## src/hdl/ucal_pkg.sv

```systemverilog
`timescale 1ns / 1ps

package ucal_pkg;

    localparam int SECS_W  = 39;
    localparam int DAY_W   = 22;
    localparam int TOD_W   = 17;
    localparam int YEAR_W  = 14;
    localparam int MONTH_W = 4;
    localparam int DOM_W   = 5;
    localparam int HOUR_W  = 5;
    localparam int MIN_W   = 6;
    localparam int SEC_W   = 6;

    // Accepted range: 0001-01-01 00:00:00 through 9999-12-31 23:59:59.
    localparam logic signed [SECS_W-1:0] MIN_SECONDS = -39'sd62135596800;
    localparam logic signed [SECS_W-1:0] MAX_SECONDS = 39'sd253402300799;
    // Whole days from 0001-01-01 to 1970-01-01, in seconds.
    localparam logic [SECS_W-1:0] SECS_OFFSET = 39'd62135596800;

    // Days from 0000-03-01 to 0001-01-01.
    localparam logic [DAY_W-1:0] Z_OFFSET      = 22'd306;
    localparam logic [DAY_W-1:0] DAYS_PER_ERA  = 22'd146097;
    localparam logic [17:0]      LAST_DOE      = 18'd146096;

    // Reciprocals for exact division by constants: with K set to the operand
    // width plus the divisor width, floor(v * ceil(2^K / d) / 2^K) equals v / d.
    localparam int SHIFT_675   = 42;
    localparam int SHIFT_60S   = 23;
    localparam int SHIFT_60M   = 17;
    localparam int SHIFT_ERA   = 40;
    localparam int SHIFT_1460  = 29;
    localparam int SHIFT_36524 = 34;
    localparam int SHIFT_365   = 27;
    localparam int SHIFT_100   = 16;
    localparam int SHIFT_153   = 19;

    localparam logic [32:0] RECIP_675 =
        33'(((64'd1 << SHIFT_675) + 64'd674) / 64'd675);
    localparam logic [17:0] RECIP_60S =
        18'(((64'd1 << SHIFT_60S) + 64'd59) / 64'd60);
    localparam logic [11:0] RECIP_60M =
        12'(((64'd1 << SHIFT_60M) + 64'd59) / 64'd60);
    localparam logic [22:0] RECIP_ERA =
        23'(((64'd1 << SHIFT_ERA) + 64'd146096) / 64'd146097);
    localparam logic [18:0] RECIP_1460 =
        19'(((64'd1 << SHIFT_1460) + 64'd1459) / 64'd1460);
    localparam logic [18:0] RECIP_36524 =
        19'(((64'd1 << SHIFT_36524) + 64'd36523) / 64'd36524);
    localparam logic [18:0] RECIP_365 =
        19'(((64'd1 << SHIFT_365) + 64'd364) / 64'd365);
    localparam logic [9:0] RECIP_100 =
        10'(((64'd1 << SHIFT_100) + 64'd99) / 64'd100);
    localparam logic [11:0] RECIP_153 =
        12'(((64'd1 << SHIFT_153) + 64'd152) / 64'd153);

    typedef struct packed {
        logic             ok;
        logic [DAY_W-1:0] day;
        logic [TOD_W-1:0] tod;
    } day_tod_t;

    typedef struct packed {
        logic              ok;
        logic [HOUR_W-1:0] hour;
        logic [MIN_W-1:0]  minute;
        logic [SEC_W-1:0]  second;
    } hms_t;

    typedef struct packed {
        logic [DAY_W-1:0] day;
        hms_t             hms;
    } day_hms_t;

    typedef struct packed {
        logic               ok;
        logic [YEAR_W-1:0]  year;
        logic [MONTH_W-1:0] month;
        logic [DOM_W-1:0]   dom;
        logic [HOUR_W-1:0]  hour;
        logic [MIN_W-1:0]   minute;
        logic [SEC_W-1:0]   second;
    } cal_t;

    // Day of the March-based year on which month index mp begins.
    function automatic logic [8:0] month_first_doy(input logic [3:0] mp);
        logic [8:0] doy;
        case (mp)
            4'd0:    doy = 9'd0;
            4'd1:    doy = 9'd31;
            4'd2:    doy = 9'd61;
            4'd3:    doy = 9'd92;
            4'd4:    doy = 9'd122;
            4'd5:    doy = 9'd153;
            4'd6:    doy = 9'd184;
            4'd7:    doy = 9'd214;
            4'd8:    doy = 9'd245;
            4'd9:    doy = 9'd275;
            4'd10:   doy = 9'd306;
            4'd11:   doy = 9'd337;
            default: doy = 9'd0;
        endcase
        return doy;
    endfunction

endpackage

```

## src/hdl/ucal_hms.sv

```systemverilog
`timescale 1ns / 1ps

module ucal_hms (
    input  logic               clk,
    input  logic               rst_n,
    input  logic               src_valid,
    output logic               src_stall,
    input  ucal_pkg::day_tod_t src_data,
    output logic               dst_valid,
    input  logic               dst_stall,
    output ucal_pkg::day_hms_t dst_data
);
    import ucal_pkg::*;

    localparam int N = 3;

    logic [N-1:0] vld_reg;
    logic [N-1:0] adv;

    logic [34:0]      prod_0;
    logic             ok_0_reg;
    logic [DAY_W-1:0] day_0_reg;
    logic [10:0]      mt_0_reg;
    logic [5:0]       ts_0_reg;

    logic [22:0]       prod_1;
    logic [5:0]        sec_1_next;
    logic              ok_1_reg;
    logic [DAY_W-1:0]  day_1_reg;
    logic [HOUR_W-1:0] hr_1_reg;
    logic [5:0]        mt_1_reg;
    logic [SEC_W-1:0]  sec_1_reg;

    logic [5:0] hm_2;
    day_hms_t   out_next;
    day_hms_t   out_reg;

    always_comb
    begin
        adv[N-1] = !vld_reg[N-1] || !dst_stall;
        for (int i = N - 2; i >= 0; i--)
        begin
            adv[i] = !vld_reg[i] || adv[i+1];
        end
    end

    assign src_stall = !adv[0];
    assign dst_valid = vld_reg[N-1];
    assign dst_data  = out_reg;

    always_ff @(posedge clk or negedge rst_n)
    begin
        if (!rst_n)
        begin
            vld_reg <= '0;
        end
        else
        begin
            if (adv[0])
            begin
                vld_reg[0] <= src_valid;
            end
            for (int i = 1; i < N; i++)
            begin
                if (adv[i])
                begin
                    vld_reg[i] <= vld_reg[i-1];
                end
            end
        end
    end

    // Minutes of the day, then seconds and hours from that; each remainder is
    // below 64, so only the low six bits are computed.
    assign prod_0     = 35'(src_data.tod) * 35'(RECIP_60S);
    assign sec_1_next = ts_0_reg - 6'(mt_0_reg[5:0] * 6'd60);
    assign prod_1     = 23'(mt_0_reg) * 23'(RECIP_60M);
    assign hm_2       = 6'(6'(hr_1_reg) * 6'd60);

    always_comb
    begin
        out_next.day        = day_1_reg;
        out_next.hms.ok     = ok_1_reg;
        out_next.hms.hour   = hr_1_reg;
        out_next.hms.minute = mt_1_reg - hm_2;
        out_next.hms.second = sec_1_reg;
    end

    always_ff @(posedge clk)
    begin
        if (adv[0])
        begin
            ok_0_reg  <= src_data.ok;
            day_0_reg <= src_data.day;
            mt_0_reg  <= prod_0[SHIFT_60S +: 11];
            ts_0_reg  <= src_data.tod[5:0];
        end
        if (adv[1])
        begin
            ok_1_reg  <= ok_0_reg;
            day_1_reg <= day_0_reg;
            hr_1_reg  <= prod_1[SHIFT_60M +: HOUR_W];
            mt_1_reg  <= mt_0_reg[5:0];
            sec_1_reg <= sec_1_next;
        end
        if (adv[2])
        begin
            out_reg <= out_next;
        end
    end

endmodule

```

## config.mk

```make
export PLATFORM = sky130hd
export DESIGN_NAME = ucal_hms
export DESIGN_NICKNAME = d
export VERILOG_FILES = /design/src/hdl/ucal_pkg.sv /design/src/hdl/ucal_hms.sv
export SDC_FILE = /design/constraint.sdc
export NUM_CORES = 1
export LEC_CHECK = 0
export ABC_AREA = 1
export BUFFER_PORTS_ARGS = -buffer_cell sky130_fd_sc_hd__buf_2
export CAP_MARGIN = 10
export CORE_MARGIN = 3
export CORE_UTILIZATION = 65
export DETAILED_ROUTE_END_ITERATION = 8
export PLACE_DENSITY = 0.86
export SYNTH_ARGS = -nofsm -noshare
export SYNTH_HDL_FRONTEND = slang
export SYNTH_SLANG_ARGS = --single-unit
```

## constraint.sdc

```tcl
create_clock -name clk -period 6.8 [get_ports clk]
set_input_delay 0.34 -clock clk [delete_from_list [all_inputs] [get_ports clk]]
set_output_delay 0.34 -clock clk [all_outputs]
set_load 0.01 [all_outputs]
```

==> results.md <==
* Outcome: completed
* Int Pwr at 2.66 mW
* H-tree depth at 4
* Sequential Area at 3680 um2
* Final period util at 0.666
* CP required at 6.97 ns
* Max-cap viol count at 0
* Flop pwr share at 0.240
* Initial antenna violation count at 1
* Commonest cells after routing, fill and taps aside: inv_1, nand2_1, ha_1
* Routed wire per std cell at ~18 um
* Most common cell after layout, fill and taps aside: inv_1
* Final WL at 21,900 um
* Sw Ratio at 0.470
* Grt ovf at 0
* CTS Sinks at roughly 120
* Syn Area/Cell at 9.85 um2
* LEAKAGE at approximately 5.5 nW
* Detailed-route via count at just under 7,000
* Die W at approximately 130 um
* Clock buffer depth at 2
* Placed Area at around 10000 um2
* Clock Latency Late Sink at between 0.4 and 0.5 ns
* Mapped cell area at about 9300 um2
* Peak supply drop at around 0.23 mV
* Worst Skew at slightly below 0.009 ns
* Vias in the first global route at 7,148
* Worst-path clk slew at 0.06 ns
* PwrDens at 474 nW/um2
* Rows at 43
* CP Capture Type: register
* Die Ht at 126 um
* Setup Viol. Count Final at 0
* CTS buffer count at 17
* CP Class: primary input to register
* Async set-reset flop share out of synthesis at 0.0244
* Synthesized instance count at between 900 and 1,000
* Slew @ Worst Pin at around 0.95 ns
* Critical path launch point type: primary input
* Slew headroom at 0.367
* P_sw at 2.36 mW
* DPL Wire Length at about 16,000 um
* Sequential share of the synthesized area at 0.395
* Vias/cell at about 5.5
* P&R area growth vs syn at 13.5%
* Worst setup margin at ~2.3 ns
* Synth unique cells at 31
* Ys flop type: edfxtp_1
* RD Place Congestion at roughly 1
* First-pass GRT wire length at 35,000 um
* Delay of the slowest critical-path stage at about 0.54 ns
* Pins Over Slew Limit at 0
* Core region area at 13,900 um2
* Top cell family by delay on the critical path: adder cells
* Pre-CTS setup slack at 1.98 ns
* First-pass iteration count of the detailed router at 7
* Clock power share at 0.173
* #FFs+latches synth at roughly 120
* Area occupied by multi-input gates at a little under 5000 um2
* Post-Syn Nets at 1,206
* Yosys warns at 0
* Starting DRC count in detailed routing at between 400 and 500
* CP bufs+invs at 5
* Starting density of the core at 0.669
* Clock Tree Root: clkbuf_16
* CP cell instances: buf_2, inv_1, ha_1, ha_1, or2_2, fa_1, inv_1, fa_1, fa_1, inv_1, fa_1, ha_1, nand2_1, inv_1, nand2_1, nand2_1, a21oi_1, nor2_1, nor2_1, nand2_1, nand2_1, nand2_1
* Critical-path maximum fanout at 5
* Diodes inserted at 0
* Max Fclk at about 0.22 GHz
* Period minus WS final at between 4 and 5 ns
* Die ar. at 15,800 um2
* Post-CTS setup buffer count at 0
* Setup_tns at 0 ns
* Number of flip-flops in the largest register at 40
* Comb pwr share at 0.587
* Final hold vios at 0
* FILL cells at 892
* Cts repair resizes at 0
* Post-route ant nets at 0
* Port Buffers at between 80 and 90
* I/O Pins at 86
* CTS tree: done
* Most frequent cell on the critical path: nand2_1
* RSZ-0062 raised after global routing: no
* GRT Total Usage at 0.286
* Post-synth EDFFs at 120
* Pwr Total at roughly 5 mW
* Share of cells above drive strength 1 at 0.128
* Residual DRC at 0
* Min-delay worst type: primary input to register
* Nets@finish at roughly 1,300
* Crit path DAT at 4.70 ns
* Largest net degree at the start of global routing at 43
* CP max stage cell: fa_1
* Post-route cell area at about 11,000 um2
-- area by class of cell --
class | count | area share
multi-input cells | 615 | 0.460
repair buffers | 88 | 0.0426
well taps | 180 | 0.0213
clock inverters | 15 | 0.0142
clock buffers | 17 | 0.0402
inverters | 208 | 0.0739
flip-flops and latches | 123 | 0.348
-- cell families after synthesis --
family	share of synthesized area
flops	0.395
buf+inv	0.0838
simple gates	0.147
xor+xnor	0.0141
fa+ha+maj	0.328
compound gates	0.0320
-- timing repair --
| item | 4_1_cts | 5_1_grt |
|---|---|---|
| hold buffers | 1 | 0 |
| endpoints found under the hold margin | 3 | 0 |
| endpoints found under the setup margin | 0 | 0 |
-- Yosys cell counts (3+ instances only) --
cell	n	area share
inv_1	207	0.083
fa_1	47	0.10
nor3_1	8	0.0043
nor2_2	4	0.0027
nand3_1	31	0.017
ha_1	169	0.23
o21bai_1	6	0.0048
edfxtp_1	120	0.39
nand2_2	3	0.0020
nand4_1	5	0.0034
a21o_1	3	0.0024
a21oi_1	27	0.015
dfrtp_1	3	0.0081
nand2_1	206	0.083
o21ai_0	11	0.0059
nor2_1	61	0.025
xor2_1	8	0.0075
xnor2_1	7	0.0066
or2_2	3	0.0020
-- path summary, 6_finish.rpt --
check                                    from             to  slack [ns]  cells past startpoint
worst max-delay path             src_data[15]    mt_0_reg[9]        2.27                     22
worst max register to register    mt_0_reg[7]    hr_1_reg[0]        3.57                     15
max in group asynchronous               rst_n     vld_reg[1]        6.36                      2
worst min-delay path             src_data[18]   day_0_reg[1]         0.1                      1
worst min register to register  day_0_reg[10]  day_1_reg[10]        0.41                      0
min in group asynchronous               rst_n     vld_reg[2]        0.28                      2
-- metrics by stage --
stage | util | hold slack [ns] | cells
after CTS | 0.759 | 0.0893 | 1246
after global routing | 0.759 | 0.0838 | 1246
after global placement | 0.717 | 0.146 | 1213
after detailed placement | 0.717 | 0.152 | 1213
after floorplan | - | 0.0444 | 946
final | 0.759 | 0.0960 | 1246
-- per-layer routing --
layer | vias up | GRT usage | wire length, um
met3 | 105 | 0.0653 | 1670
met1 | 3163 | 0.311 | 7710
li1 | 3276 | - | -
met5 | - | 0 | 17
met2 | 336 | 0.513 | 11300
met4 | 2 | 0.163 | 1250
-- power groups by stage --
stage | registers (mW) | logic, mW | clock network [mW]
finish | 1.21 | 2.94 | 0.869
global route | 1.22 | 3.31 | 0.905
CTS | 1.21 | 2.91 | 0.870
floorplan | 1.20 | 2.02 | 0
global placement | 1.20 | 2.62 | 0
detailed placement | 1.21 | 2.77 | 0
(Power assumes the default switching activity.)
