--- src/hdl/ucal_pkg.sv ---
`timescale 1ns / 1ps

package ucal_pkg;

    localparam int SECS_W  = 39;
    localparam int DAY_W   = 22;
    localparam int TOD_W   = 17;
    localparam int YEAR_W  = 14;
    localparam int MONTH_W = 4;
    localparam int DOM_W   = 5;
    localparam int HOUR_W  = 5;
    localparam int MIN_W   = 6;
    localparam int SEC_W   = 6;

    // Accepted range: 0001-01-01 00:00:00 through 9999-12-31 23:59:59.
    localparam logic signed [SECS_W-1:0] MIN_SECONDS = -39'sd62135596800;
    localparam logic signed [SECS_W-1:0] MAX_SECONDS = 39'sd253402300799;
    // Whole days from 0001-01-01 to 1970-01-01, in seconds.
    localparam logic [SECS_W-1:0] SECS_OFFSET = 39'd62135596800;

    // Days from 0000-03-01 to 0001-01-01.
    localparam logic [DAY_W-1:0] Z_OFFSET      = 22'd306;
    localparam logic [DAY_W-1:0] DAYS_PER_ERA  = 22'd146097;
    localparam logic [17:0]      LAST_DOE      = 18'd146096;

    // Reciprocals for exact division by constants: with K set to the operand
    // width plus the divisor width, floor(v * ceil(2^K / d) / 2^K) equals v / d.
    localparam int SHIFT_675   = 42;
    localparam int SHIFT_60S   = 23;
    localparam int SHIFT_60M   = 17;
    localparam int SHIFT_ERA   = 40;
    localparam int SHIFT_1460  = 29;
    localparam int SHIFT_36524 = 34;
    localparam int SHIFT_365   = 27;
    localparam int SHIFT_100   = 16;
    localparam int SHIFT_153   = 19;

    localparam logic [32:0] RECIP_675 =
        33'(((64'd1 << SHIFT_675) + 64'd674) / 64'd675);
    localparam logic [17:0] RECIP_60S =
        18'(((64'd1 << SHIFT_60S) + 64'd59) / 64'd60);
    localparam logic [11:0] RECIP_60M =
        12'(((64'd1 << SHIFT_60M) + 64'd59) / 64'd60);
    localparam logic [22:0] RECIP_ERA =
        23'(((64'd1 << SHIFT_ERA) + 64'd146096) / 64'd146097);
    localparam logic [18:0] RECIP_1460 =
        19'(((64'd1 << SHIFT_1460) + 64'd1459) / 64'd1460);
    localparam logic [18:0] RECIP_36524 =
        19'(((64'd1 << SHIFT_36524) + 64'd36523) / 64'd36524);
    localparam logic [18:0] RECIP_365 =
        19'(((64'd1 << SHIFT_365) + 64'd364) / 64'd365);
    localparam logic [9:0] RECIP_100 =
        10'(((64'd1 << SHIFT_100) + 64'd99) / 64'd100);
    localparam logic [11:0] RECIP_153 =
        12'(((64'd1 << SHIFT_153) + 64'd152) / 64'd153);

    typedef struct packed {
        logic             ok;
        logic [DAY_W-1:0] day;
        logic [TOD_W-1:0] tod;
    } day_tod_t;

    typedef struct packed {
        logic              ok;
        logic [HOUR_W-1:0] hour;
        logic [MIN_W-1:0]  minute;
        logic [SEC_W-1:0]  second;
    } hms_t;

    typedef struct packed {
        logic [DAY_W-1:0] day;
        hms_t             hms;
    } day_hms_t;

    typedef struct packed {
        logic               ok;
        logic [YEAR_W-1:0]  year;
        logic [MONTH_W-1:0] month;
        logic [DOM_W-1:0]   dom;
        logic [HOUR_W-1:0]  hour;
        logic [MIN_W-1:0]   minute;
        logic [SEC_W-1:0]   second;
    } cal_t;

    // Day of the March-based year on which month index mp begins.
    function automatic logic [8:0] month_first_doy(input logic [3:0] mp);
        logic [8:0] doy;
        case (mp)
            4'd0:    doy = 9'd0;
            4'd1:    doy = 9'd31;
            4'd2:    doy = 9'd61;
            4'd3:    doy = 9'd92;
            4'd4:    doy = 9'd122;
            4'd5:    doy = 9'd153;
            4'd6:    doy = 9'd184;
            4'd7:    doy = 9'd214;
            4'd8:    doy = 9'd245;
            4'd9:    doy = 9'd275;
            4'd10:   doy = 9'd306;
            4'd11:   doy = 9'd337;
            default: doy = 9'd0;
        endcase
        return doy;
    endfunction

endpackage

--- src/hdl/ucal_civil.sv ---
`timescale 1ns / 1ps

module ucal_civil (
    input  logic               clk,
    input  logic               rst_n,
    input  logic               src_valid,
    output logic               src_stall,
    input  ucal_pkg::day_hms_t src_data,
    output logic               dst_valid,
    input  logic               dst_stall,
    output ucal_pkg::cal_t     dst_data
);
    import ucal_pkg::*;

    localparam int N = 9;

    logic [N-1:0] vld_reg;
    logic [N-1:0] adv;

    // Era and time of day travel alongside the date stages.
    logic [4:0] era_reg  [0:N-2];
    hms_t       side_reg [0:N-2];

    logic [DAY_W-1:0] z_0;
    logic [44:0]      prod_0;
    logic [DAY_W-1:0] z_0_reg;

    logic [DAY_W-1:0] eo_1;
    logic [17:0]      doe_1_reg;

    logic [36:0] pa_2;
    logic [36:0] pb_2;
    logic [6:0]  a_2_reg;
    logic [2:0]  b_2_reg;
    logic        c_2_reg;
    logic [17:0] doe_2_reg;

    logic [17:0] t_3_reg;
    logic [17:0] doe_3_reg;

    logic [36:0] py_4;
    logic [8:0]  yoe_4_reg;
    logic [17:0] doe_4_reg;

    logic [18:0] p100_5;
    logic [1:0]  y100_5_reg;
    logic [17:0] yd_5_reg;
    logic [8:0]  yoe_5_reg;
    logic [17:0] doe_5_reg;

    logic [17:0] doy_6;
    logic [8:0]  doy_6_reg;
    logic [8:0]  yoe_6_reg;

    logic [10:0] x_7;
    logic [22:0] pm_7;
    logic [3:0]  mp_7_reg;
    logic [8:0]  doy_7_reg;
    logic [8:0]  yoe_7_reg;

    logic              late;
    logic [YEAR_W-1:0] year_8;
    cal_t              out_next;
    cal_t              out_reg;

    always_comb
    begin
        adv[N-1] = !vld_reg[N-1] || !dst_stall;
        for (int i = N - 2; i >= 0; i--)
        begin
            adv[i] = !vld_reg[i] || adv[i+1];
        end
    end

    assign src_stall = !adv[0];
    assign dst_valid = vld_reg[N-1];
    assign dst_data  = out_reg;

    always_ff @(posedge clk or negedge rst_n)
    begin
        if (!rst_n)
        begin
            vld_reg <= '0;
        end
        else
        begin
            if (adv[0])
            begin
                vld_reg[0] <= src_valid;
            end
            for (int i = 1; i < N; i++)
            begin
                if (adv[i])
                begin
                    vld_reg[i] <= vld_reg[i-1];
                end
            end
        end
    end

    // Day number counted from 0000-03-01, split into 400-year eras.
    assign z_0    = src_data.day + Z_OFFSET;
    assign prod_0 = 45'(z_0) * 45'(RECIP_ERA);

    assign eo_1 = 22'(22'(era_reg[0]) * DAYS_PER_ERA);

    assign pa_2 = 37'(doe_1_reg) * 37'(RECIP_1460);
    assign pb_2 = 37'(doe_1_reg) * 37'(RECIP_36524);

    assign py_4 = 37'(t_3_reg) * 37'(RECIP_365);

    assign p100_5 = 19'(yoe_4_reg) * 19'(RECIP_100);

    assign doy_6 = doe_5_reg - (yd_5_reg + 18'(yoe_5_reg[8:2]) - 18'(y100_5_reg));

    assign x_7  = 11'({doy_6_reg, 2'b00}) + 11'(doy_6_reg) + 11'd2;
    assign pm_7 = 23'(x_7) * 23'(RECIP_153);

    // January and February belong to the March-based year before.
    assign late   = (mp_7_reg >= 4'd10);
    assign year_8 = 14'(yoe_7_reg) + 14'(14'(era_reg[N-2]) * 14'd400) + 14'(late);

    always_comb
    begin
        out_next = '0;
        if (side_reg[N-2].ok)
        begin
            out_next.ok     = 1'b1;
            out_next.year   = year_8;
            out_next.month  = late ? (mp_7_reg - 4'd9) : (mp_7_reg + 4'd3);
            out_next.dom    = 5'(doy_7_reg - month_first_doy(mp_7_reg) + 9'd1);
            out_next.hour   = side_reg[N-2].hour;
            out_next.minute = side_reg[N-2].minute;
            out_next.second = side_reg[N-2].second;
        end
    end

    always_ff @(posedge clk)
    begin
        if (adv[0])
        begin
            era_reg[0]  <= prod_0[SHIFT_ERA +: 5];
            side_reg[0] <= src_data.hms;
            z_0_reg     <= z_0;
        end
        for (int i = 1; i < N - 1; i++)
        begin
            if (adv[i])
            begin
                era_reg[i]  <= era_reg[i-1];
                side_reg[i] <= side_reg[i-1];
            end
        end
        if (adv[1])
        begin
            doe_1_reg <= 18'(z_0_reg - eo_1);
        end
        if (adv[2])
        begin
            a_2_reg   <= pa_2[SHIFT_1460 +: 7];
            b_2_reg   <= pb_2[SHIFT_36524 +: 3];
            c_2_reg   <= (doe_1_reg == LAST_DOE);
            doe_2_reg <= doe_1_reg;
        end
        if (adv[3])
        begin
            t_3_reg   <= doe_2_reg - 18'(a_2_reg) + 18'(b_2_reg) - 18'(c_2_reg);
            doe_3_reg <= doe_2_reg;
        end
        if (adv[4])
        begin
            yoe_4_reg <= py_4[SHIFT_365 +: 9];
            doe_4_reg <= doe_3_reg;
        end
        if (adv[5])
        begin
            y100_5_reg <= p100_5[SHIFT_100 +: 2];
            yd_5_reg   <= 18'(yoe_4_reg) * 18'd365;
            yoe_5_reg  <= yoe_4_reg;
            doe_5_reg  <= doe_4_reg;
        end
        if (adv[6])
        begin
            doy_6_reg <= doy_6[8:0];
            yoe_6_reg <= yoe_5_reg;
        end
        if (adv[7])
        begin
            mp_7_reg  <= pm_7[SHIFT_153 +: 4];
            doy_7_reg <= doy_6_reg;
            yoe_7_reg <= yoe_6_reg;
        end
        if (adv[8])
        begin
            out_reg <= out_next;
        end
    end

endmodule

--- config.mk ---
export PLATFORM = sky130hd
export DESIGN_NAME = ucal_civil
export DESIGN_NICKNAME = d
export VERILOG_FILES = /design/src/hdl/ucal_pkg.sv /design/src/hdl/ucal_civil.sv
export SDC_FILE = /design/constraint.sdc
export NUM_CORES = 2
export LEC_CHECK = 0
export BUFFER_PORTS_ARGS = -buffer_cell sky130_fd_sc_hd__buf_2
export CORE_ASPECT_RATIO = 1.2
export CORE_MARGIN = 2
export CORE_UTILIZATION = 45
export CTS_BUF_LIST = sky130_fd_sc_hd__clkbuf_4
export DETAILED_ROUTE_END_ITERATION = 7
export PLACE_DENSITY_LB_ADDON = 0.15
export SYNTH_ARGS = -nofsm -noshare
export SYNTH_HDL_FRONTEND = slang
export SYNTH_SLANG_ARGS = --single-unit
--- constraint.sdc ---
create_clock -name clk -period 7.92 [get_ports clk]
set_input_delay 0.792 -clock clk [delete_from_list [all_inputs] [get_ports clk]]
set_output_delay 0.792 -clock clk [all_outputs]
set_load 0.05 [all_outputs]
==> qor.txt <==
status -> finished clean
Die Outline Area -> 101000 sq um
CTS Buf Count -> 97
most repeated library cell on the critical path -> sky130_fd_sc_hd__ha_1
wire length of the first global-routing pass -> 150 mm
num ports -> 87
EDFF count, synth -> 398
unrepaired setup endpoints after global routing -> no
Sinks on Clock Net -> 412
Chip Width -> 290 microns
number of remaining DRC errors -> 0
Final Hold Fails -> 0
worst hold-check path type -> input port to flip-flop
CTS tree -> yes
worst hold path startpoint -> src_data[7]
kind of start point of the critical path -> flip-flop
total detailed-routing wirelength -> 90.0 mm
detailed-placement wirelength estimate -> 77.3 mm
sum of overflow across all layers after global routing -> 0
cells taking the most area after synthesis -> sky130_fd_sc_hd__edfxtp_1 27%, sky130_fd_sc_hd__fa_1 27%, sky130_fd_sc_hd__ha_1 25%
setup TNS -> 0 ps
worst path arrival time -> 8140 ps
largest net degree at the start of global routing -> 52
post-synthesis register bit count -> 412
Crit-path slowest cell -> sky130_fd_sc_hd__fa_1
Final Skew -> 69.3 ps
post-synth top area cell -> sky130_fd_sc_hd__edfxtp_1
proportion of register bits with asynchronous set or reset after synthesis -> 2.18%
origin of the worst setup path -> doy_6_reg[2]$_DFFE_PP_
Max-cap violations -> 0
grt met3 use -> 2.09%
vias per cell -> 4.77
number of slew-limit violations in the final report -> 0
1st-iter DRT viols -> 758
fillers -> 8923
kind of end point of the critical path -> flip-flop
most instantiated library cell after synthesis -> sky130_fd_sc_hd__inv_1
global router's overall resource usage -> 19.0%
dominant synthesized flop cell -> sky130_fd_sc_hd__edfxtp_1
area delta synth->final -> 9.09%
worst path required time -> 8630 ps
internal reg-to-reg setup slack -> 490 ps
H-tree levels -> 3
number of input and output port buffers inserted -> 86
Min Hold Slack -> 130 ps
area post-placement -> 46800 sq um
Post-Synthesis Cell Area -> 44100 sq um
met2 track demand over resource in global routing -> 35.3%
fmax -> 0.135 GHz
routing usage on met1 -> 23.1%
max reg flops -> 144
area of all placed cells without fillers -> 48100 sq um
clock network latency to the later pin of the worst-skew pair -> 840 ps
Slew @ Worst Pin -> 1080 ps
post-synthesis net count -> 5220
Final Cycle Share -> 93.8%
Worst Path Buf+Inv -> 4
total core area -> 97000 sq um
post-layout minimum cycle time -> 7430 ps
starting utilization of the core area -> 45.5%
count of nets after finishing -> 5492
headroom to the max-slew limit -> 28.1%
gr busiest metal -> met2
FF-to-FF Start -> doy_6_reg[2]$_DFFE_PP_
per-cell routed wire length -> 16.9 microns
reg2reg path depth -> 31
antenna-violating nets left -> 0
crit-path max cell delay -> 560 ps
Setup-failing EPs final -> 0
Mean Syn Cell Area -> 11.9 sq um
GPL Wtd Cong -> 0.857
layout cell share with drive strength beyond 1 -> 9.12%
number of warnings issued by yosys -> 0
clock input transition at the sequential cells of the worst setup and hold paths -> 80 ps
root cell of the clock tree -> sky130_fd_sc_hd__clkbuf_4
Finished Core Util -> 49.7%
synth cell count leaders -> 1062 x sky130_fd_sc_hd__inv_1, 876 x sky130_fd_sc_hd__ha_1, 587 x sky130_fd_sc_hd__fa_1, 398 x sky130_fd_sc_hd__edfxtp_1, 123 x sky130_fd_sc_hd__xnor2_1
Largest delay share family, worst path -> adder cells
top fanout value on the critical path -> 4
row count -> 125
DR vias -> 25400
Netlist cell types -> 68
critical path class -> flip-flop to flip-flop
initial antenna violation count -> 3
top-area cell type share of the netlist area -> 27.1%
share of the yosys chip area belonging to registers -> 27.8%
buffer depth of the longest clock path -> 3
number of global-route vias before repair -> 28400
detailed-router iteration count before antenna repair -> 4
Critical Path Stages -> 31
die height -> 347 microns
Post-Syn Instances -> 3713
## area by class of cell
type                    count  area [sq um]  area share [%]
flip-flops and latches    412         12300            25.5
multi-input cells        2232         27900            57.9
clock buffers             135          1010            2.10
well taps                1270          1590            3.30
repair buffers            180          1150            2.39
diodes                      3          7.51          0.0156
inverters                1062          3990            8.28
clock inverters            38           245           0.509
## routing by layer
metal	wire length (microns)	part of all wire (%)
met5	15	0.017
met4	2440	2.7
met3	2090	2.3
met2	47500	53
met1	38000	42
## cell families (layout without fill, tap and decap cells)
logic type	count (synthesis)	count (layout)	synth area share, %
xor+xnor	159	159	3.16
flops	412	412	27.8
compound gates	291	291	4.53
mux	13	13	0.320
buf+inv	1069	1415	9.09
other cells	0	3	0
simple gates	306	306	3.63
fa+ha+maj	1463	1463	51.5
## repair_timing
item,in CTS,in global routing
endpoints found under the setup margin,0,5
resized for setup,0,4
endpoints found under the hold margin,9,0
buffers inserted,0,4
hold buffers,1,0
## worst min path at each step
stage,slack [ps],cells past startpoint,endpoint
global placement,400,0,side_reg[1][20]$_DFFE_PP_
detailed placement,400,0,era_reg[0][10]$_DFFE_PP_
CTS,10,1,side_reg[0][7]$_DFFE_PN_
floorplan,400,0,doe_4_reg[0]$_DFFE_PP_
global route,20,1,side_reg[0][13]$_DFFE_PN_
finish,130,1,side_reg[0][7]$_DFFE_PN_
## cells in the final DEF, fill, tap and decap left out, types with 7 or more instances in the layout
cell type / instances
sky130_fd_sc_hd__mux2i_1: 7
sky130_fd_sc_hd__o21a_1: 18
sky130_fd_sc_hd__buf_2: 86
sky130_fd_sc_hd__nor2b_1: 15
sky130_fd_sc_hd__fa_1: 587
sky130_fd_sc_hd__ha_1: 876
sky130_fd_sc_hd__nand2b_1: 23
sky130_fd_sc_hd__edfxtp_1: 398
sky130_fd_sc_hd__xnor2_1: 123
sky130_fd_sc_hd__nand4_1: 19
sky130_fd_sc_hd__buf_4: 92
sky130_fd_sc_hd__a211oi_1: 10
sky130_fd_sc_hd__nand2_1: 45
sky130_fd_sc_hd__o21bai_1: 14
sky130_fd_sc_hd__clkinv_2: 9
sky130_fd_sc_hd__nor3_1: 19
sky130_fd_sc_hd__nand3_1: 29
sky130_fd_sc_hd__and2_1: 33
sky130_fd_sc_hd__clkbuf_4: 135
sky130_fd_sc_hd__inv_1: 1059
sky130_fd_sc_hd__a21oi_1: 93
sky130_fd_sc_hd__o211ai_1: 7
sky130_fd_sc_hd__nor2_1: 69
sky130_fd_sc_hd__clkinv_1: 21
sky130_fd_sc_hd__and3_1: 16
sky130_fd_sc_hd__a31oi_1: 9
sky130_fd_sc_hd__xor2_1: 35
sky130_fd_sc_hd__dfrtp_1: 9
sky130_fd_sc_hd__a21o_1: 37
sky130_fd_sc_hd__o21ai_0: 38
## stage by stage
step           std cells  setup WS [ps]
5_1_grt             5332           67.4
3_5_place_dp        5151           -174
6_report            5332            493
3_3_place_gp        5151          -93.5
4_1_cts             5325            147
2_1_floorplan       3713            335
Power is left out: the tool's default activity adds up to more than one toggle a clock period on the data nets, which glitch-free logic cannot reach.
